===== config.mk =====
export PLATFORM = sky130hd
export DESIGN_NAME = pps_cell
export DESIGN_NICKNAME = d
export VERILOG_FILES = /design/src/rtl/core/preemptive_priority_scheduler_unit_assert.svh /design/src/rtl/core/pps_pkg.sv /design/src/rtl/core/pps_cell.sv
export SDC_FILE = /design/constraint.sdc
export NUM_CORES = 1
export LEC_CHECK = 0
export ABC_CLOCK_PERIOD_IN_PS = 4300
export BUFFER_PORTS_ARGS = -buffer_cell sky130_fd_sc_hd__buf_4
export CAP_MARGIN = 20
export CORE_AREA = 2 2 188 190
export DETAILED_ROUTE_END_ITERATION = 10
export DIE_AREA = 0 0 190 192
export SETUP_SLACK_MARGIN = 0.1
export SYNTH_ARGS = -nofsm -noshare
export SYNTH_HDL_FRONTEND = slang
export SYNTH_SLANG_ARGS = --single-unit

===== constraint.sdc =====
create_clock -name clk -period 4.3 [get_ports clk]
set_clock_uncertainty 0.15 [all_clocks]
set_input_delay 0.43 -clock clk [delete_from_list [all_inputs] [get_ports clk]]
set_output_delay 0.43 -clock clk [all_outputs]
set_load 0.05 [all_outputs]

===== src/rtl/core/preemptive_priority_scheduler_unit_assert.svh =====
// assertion macros for the preemptive priority scheduler unit
// expects clk and rst_n in the scope of the module that expands them
`ifndef PREEMPTIVE_PRIORITY_SCHEDULER_UNIT_ASSERT_SVH
`define PREEMPTIVE_PRIORITY_SCHEDULER_UNIT_ASSERT_SVH

// same-cycle implication
`define PPS_ASSERT_IMPLY(label, ante, cons) \
    label: assert property (@(posedge clk) disable iff (!rst_n) (ante) |-> (cons)) \
        else $error("pps assertion failed");

// next-cycle implication
`define PPS_ASSERT_NEXT(label, ante, cons) \
    label: assert property (@(posedge clk) disable iff (!rst_n) (ante) |=> (cons)) \
        else $error("pps assertion failed");

`endif


===== src/rtl/core/pps_pkg.sv =====
// shared constants and types of the preemptive priority scheduler
// used by pps_cell and preemptive_priority_scheduler_unit
package pps_pkg;

    localparam int MAX_PROCS = 16;
    localparam int CNT_W     = $clog2(MAX_PROCS + 1);
    // largest completion tick: last arrival plus every burst
    localparam int TICK_W    = $clog2((MAX_PROCS + 1) * 65536);
    localparam int OUT_W     = 21;

    // candidate handed from cell to cell during a scan
    typedef struct packed {
        logic              found;
        logic [7:0]        prio;
        logic [CNT_W-1:0]  idx;
        logic [15:0]       rem;
        logic              has_next;
        logic [15:0]       next_arr;
    } cand_t;

    // control broadcast from the sequencer to every cell
    typedef struct packed {
        logic              load;
        logic [CNT_W-1:0]  loaded_count;
        logic [15:0]       arrival;
        logic [15:0]       burst;
        logic [7:0]        prio;
        logic [TICK_W-1:0] tick;
        logic              apply;
        logic [CNT_W-1:0]  pick_idx;
        logic [15:0]       span;
        logic              shift;
        logic              hold;
    } cell_ctrl_t;

endpackage


===== src/rtl/core/pps_cell.sv =====
// one process slot of the scheduler chain: descriptor, remaining time, results
// merges its own bid into the candidate from its neighbor; uses pps_pkg
module pps_cell (
    input  logic                        clk,
    input  pps_pkg::cell_ctrl_t         ctrl,
    input  logic [pps_pkg::CNT_W-1:0]   cell_index,
    input  pps_pkg::cand_t              cand_in,
    output pps_pkg::cand_t              cand_out,
    input  logic [pps_pkg::TICK_W-1:0]  nb_tat,
    input  logic [pps_pkg::TICK_W-1:0]  nb_wait,
    output logic [pps_pkg::TICK_W-1:0]  tat,
    output logic [pps_pkg::TICK_W-1:0]  wait_val
);

    logic [15:0]                arrival_reg;
    logic [15:0]                burst_reg;
    logic [7:0]                 prio_reg;
    logic [15:0]                rem_reg;
    logic [pps_pkg::TICK_W-1:0] cmpl_reg;
    logic [pps_pkg::TICK_W-1:0] tat_reg;
    logic [pps_pkg::TICK_W-1:0] wait_reg;
    pps_pkg::cand_t             cand_reg;
    pps_pkg::cand_t             cand_next;

    logic active;
    logic arrived;
    logic take_own;

    always_comb
    begin
        active   = (cell_index < ctrl.loaded_count) && (rem_reg != 16'd0);
        arrived  = {{(pps_pkg::TICK_W-16){1'b0}}, arrival_reg} <= ctrl.tick;
        take_own = active && arrived && (!cand_in.found || prio_reg <= cand_in.prio);
        cand_next = cand_in;
        if (take_own)
        begin
            cand_next.found = 1'b1;
            cand_next.prio  = prio_reg;
            cand_next.idx   = cell_index;
            cand_next.rem   = rem_reg;
        end
        if (active && !arrived && (!cand_in.has_next || arrival_reg < cand_in.next_arr))
        begin
            cand_next.has_next = 1'b1;
            cand_next.next_arr = arrival_reg;
        end
    end

    always_ff @(posedge clk)
    begin
        cand_reg <= cand_next;
        if (ctrl.load && ctrl.loaded_count == cell_index)
        begin
            arrival_reg <= ctrl.arrival;
            burst_reg   <= ctrl.burst;
            prio_reg    <= ctrl.prio;
            rem_reg     <= ctrl.burst;
        end
        else if (ctrl.apply && ctrl.pick_idx == cell_index)
        begin
            rem_reg <= rem_reg - ctrl.span;
            if (rem_reg == ctrl.span)
            begin
                cmpl_reg <= ctrl.tick + {{(pps_pkg::TICK_W-16){1'b0}}, ctrl.span};
            end
        end
        // results follow the completion tick, then shift toward cell zero on output
        if (ctrl.shift)
        begin
            tat_reg  <= nb_tat;
            wait_reg <= nb_wait;
        end
        else if (!ctrl.hold)
        begin
            tat_reg  <= cmpl_reg - {{(pps_pkg::TICK_W-16){1'b0}}, arrival_reg};
            wait_reg <= tat_reg - {{(pps_pkg::TICK_W-16){1'b0}}, burst_reg};
        end
    end

    assign cand_out = cand_reg;
    assign tat      = tat_reg;
    assign wait_val = wait_reg;

endmodule


## Word level (Yosys, flattened, before mapping)

Cells that the tools add are included.

- Input bits: 186
- Flip-flop bits (word level): 166
- Output and inout bits: 89

- Mux-type cells: 8
- Equal/unequal tests: 4
- Bitwise operators: 1
- Reduce and logical (&&, ||, !) cells: 15
- $add $sub $neg: 4
- $lt $le $gt $ge: 4

Operators with widths:

| operator | number |
|---|---|
| 2-to-1 mux 21 bit | 4 |
| 2-to-1 mux 16 bit | 3 |
| subtractor 21 x 16 -> 21 bit | 2 |
| 2-to-1 mux 29 bit | 1 |
| adder 21 x 16 -> 21 bit | 1 |
| less-or-equal comparator 16 x 21 -> 1 bit | 1 |
| == test 16 bit | 1 |
| less-than comparator 16 bit | 1 |
| nonzero test 16 bit | 1 |
| subtractor 16 bit | 1 |
| == test 5 bit | 2 |
| less-or-equal comparator 8 bit | 1 |
| logical AND 1 bit | 7 |
| less-than comparator 5 bit | 1 |
| logical NOT 1 bit | 3 |
| AND reduction 3 bit | 1 |
| logical OR 1 bit | 2 |
| inequality test 2 x 1 -> 1 bit, second input constant | 1 |
| nonzero test 2 bit | 1 |
| inverter 1 bit | 1 |

## Longest topological paths before layout

- Word-level depth: 5
- Mapped depth: 11
- Gate-level depth less buffers: 10

## Least setup slack after synthesis

No wires, ideal clock.

- Path type: input-to-reg
- Start: input port ctrl[89] (netlist name)
- End: register cmpl_reg[0] (netlist name), enable pin
- Data required time: 3.697 ns
- Arrival: 3.341 ns
- Path slack: 0.356 ns
- Cell stages on the path: 7
- Cells stage by stage: inv_1 ha_1 nand2_1 or3_1 clkbuf_1 inv_1 nor4_1

- Cells in the longest elaborated chain, start to end: 4

RTL lines:

| what | line | RTL |
|---|---|---|
| start, declared | pps_cell.sv:5 | `input pps_pkg::cell_ctrl_t ctrl,` |
| == test 5 bit | pps_cell.sv:52 | `if (ctrl.load && ctrl.loaded_count == cell_index)` |
| logical AND 1 bit | pps_cell.sv:52 |  |
| inverter 1 bit (no line) | -- |  |
| AND reduction 3 bit (no line) | -- |  |
| end signal, assigned | pps_cell.sv:64 | `cmpl_reg <= ctrl.tick + {{(pps_pkg::TICK_W-16){1'b0}}, ctrl.span};` |
| end, declared | pps_cell.sv:19 | `logic [pps_pkg::TICK_W-1:0] cmpl_reg;` |

Every way passes these cells.
A chain may end at the register's enable or synchronous reset.

==> summary.txt <==
Floorplan
  – DIE WIDTH: about 190 um
  – Die ar.: roughly 36000 um^2
  – Die height: about 190 um
  – Top Ports: 275
  – Initial core utilization: 0.298
  – FP Rows: 68
  – Core Area: roughly 34000 um^2

Synthesis
  – Post-synth net total: between 1k and 1.5k
  – Most numerous cell in the Yosys netlist: edfxtp_1
  – Synth top cells by count: edfxtp_1 (119), ha_1 (107), inv_1 (103)
  – Most common flop cell mapped by yosys: edfxtp_1
  – Syn. warnings: 0
  – Post-synth top area cell: edfxtp_1
  – Cell count after synthesis: 974
  – Seq cells post-synth: approximately 170
  – Post-synth EDFFs: between 100 and 150
  – Synth area leaders: edfxtp_1 (35%), ha_1 (13%), dfxtp_1 (9.2%)
  – Yosys cell types: 69
  – Share of Yosys cell area claimed by the top area cell type: 0.350
  – Post-synthesis sequential area ratio: 0.442
  – Mapped Avg Cell Area: approximately 10 um^2
  – Mapped cell area: ~10000 um^2
  – Ys async rst share: 0

Worst setup path
  – Worst Path Max Fanout: 13
  – Critical Path Sink Type: register
  – Crit path required time: around 4500 ps
  – Arr. time, crit path: around 3500 ps
  – Crit path kind: register to register
  – Critical Path Source Type: register

Power and ir drop
  – Leakage: 6.02 nW
  – Power Dens Cells: 336 nW/um^2
  – VDD IR-drop max: roughly 0.00026 V

STA
  – Post-route minimum period: about 3300 ps
  – Max Clk Rate: approximately 300 MHz
  – Final setup fails: 0
  – Period Utilization, post-route: 0.770
  – Final hold violation count: 0
  – Worst-margin pin slew: roughly 880 ps
  – Sum of negative setup slack: 0 ps
  – Max-slew violation count: 0
  – Max-slew headroom: 0.415
  – Unrepaired setup endpoints after global routing: no
  – Hold_ws: around 25 ps

CTS
  – Post-CTS sizing: 0
  – Htree depth: 4
  – CTS Buffer Depth: 2
  – Worst skew pair latency: between 400 and 500 ps
  – TritonCTS buffer count: 17
  – Root Buffer: clkbuf_16
  – CTS tree: yes
  – Post-CTS Setup Bufs: 0
  – Sink Count: ~170
  – Clock transition at path regs: approximately 70 ps

Status
  – Outcome: completed

Global route
  – GRT Total Usage: 0.164
  – GR Overflow Total: 0
  – First-pass GRT wire length: 44900 um
  – Vias in the first global route: approximately 8k
  – Initial antenna violation count: 0
  – Pin count of the biggest net entering global routing: 70

Final layout
  – Ant. Diodes: 0
  – Fraction of layout cells with a size suffix above 1: 0.271
  – Layout area overhead: 31.3%
  – Nets: 1558
  – # fillers: between 3k and 4k
  – Max FFs per register: 47

Detailed routing
  – DRC: 0
  – Drt wl/cell: 17.5 um
  – Initial DRC count: 394
  – ANT nets after route: 0
  – Vias per inst: around 4.7
  – Via count: between 8k and 9k
  – Pre-antenna DRT Iters: 5
  – Post-Route WL: slightly above 30000 um

Worst hold path
  – Hold crit path type: primary input to register

Placed design
  – Routability cong.: between 0.8 and 0.9
  – HPWL after DPL: around 25000 um
  – PortBufs: about 270

Run
  – Max cap viols: 0
## metrics by stage
| stage | power, mW | cell area, um^2 | std cells | worst slack [ps] | utilization |
|---|---|---|---|---|---|
| floorplan | 2.65 | 10200 | 974 | 356 | - |
| global placement | 3.06 | 12800 | 1693 | 968 | 0.374 |
| detailed placement | 3.07 | 12800 | 1693 | 903 | 0.374 |
| CTS | 4.56 | 13400 | 1725 | 979 | 0.390 |
| global route | 4.72 | 13400 | 1729 | 749 | 0.391 |
| finish | 4.51 | 13400 | 1729 | 988 | 0.391 |
## cell families after synthesis
kind of cell	count (synthesis)	synth area share
AO/OA/AOI/OAI	251	0.158
XOR/XNOR	68	0.0583
adder cells (fa/ha/maj)	111	0.139
buffers and inverters	121	0.0473
flip-flops	166	0.442
multiplexers	53	0.0605
AND/OR/NAND/NOR	204	0.0949
## worst max-delay path, cell delays in order, from the launching register on
cell      delay [ps]
edfxtp_1         440
ha_1             330
nand3_1          140
or4_1            560
a31oi_1          160
or3b_2           160
nand4_2          140
a221oi_4         710
buf_4            290
mux2i_1          180
## report_power, final
group | switching [mW] | internal (mW) | total (mW)
registers | 0.0424 | 1.83 | 1.88
clock network | 0.678 | 0.801 | 1.48
logic | 0.687 | 0.469 | 1.16
## per-layer routing
| layer | vias to the layer above | global-route usage | routed length, um |
|---|---|---|---|
| met2 | 223 | 0.276 | 14400 |
| met4 | 0 | 0.0420 | 422 |
| met5 | - | 0 | 0 |
| li1 | 4109 | - | - |
| met3 | 17 | 0.0285 | 1370 |
| met1 | 3772 | 0.217 | 14000 |
## layout by cell type, fill, tap and decap left out, types with 5 or more instances in the layout
master,n
buf_4,282
edfxtp_1,119
ha_1,107
inv_1,102
nand2_1,76
a21oi_1,66
o21ai_0,65
dfxtp_1,47
nor2_1,46
xnor2_1,37
xor2_1,31
a21o_1,23
o21a_1,18
clkbuf_16,17
mux2i_1,16
mux2_1,15
nand2b_1,11
nor2b_1,11
mux2_4,11
mux2_2,11
nand3_1,10
a211oi_1,9
o31a_1,8
o21ai_1,8
o31ai_1,8
nand4_1,7
nor3_1,7
nor4_1,7
or3_1,6
a211o_1,5
and2_1,5
## what timing repair did
item                                    CTS  global route
hold endpoints to repair                  0             4
endpoints found under the setup margin    0             0
hold buffers                              0             4
## cell type report
class	count	area (um^2)	area share
flip-flops and latches	166	4510	0.337
clock inverters	14	126	0.00942
inverters	103	387	0.0288
multi-input cells	687	5230	0.390
clock buffers	18	429	0.0320
repair buffers	286	2160	0.161
well taps	455	569	0.0424
## final timing paths
check | to | slack (ps) | depth (start not counted) | start
min | arrival_reg[2] | 20 | 1 | ctrl[71]
max reg2reg | cand_out[14] | 990 | 9 | arrival_reg[15]
min reg2reg | cand_out[45] | 350 | 1 | prio_reg[7]
max | cand_out[14] | 990 | 9 | arrival_reg[15]
No activity file was read; power rests on OpenSTA's default activity.
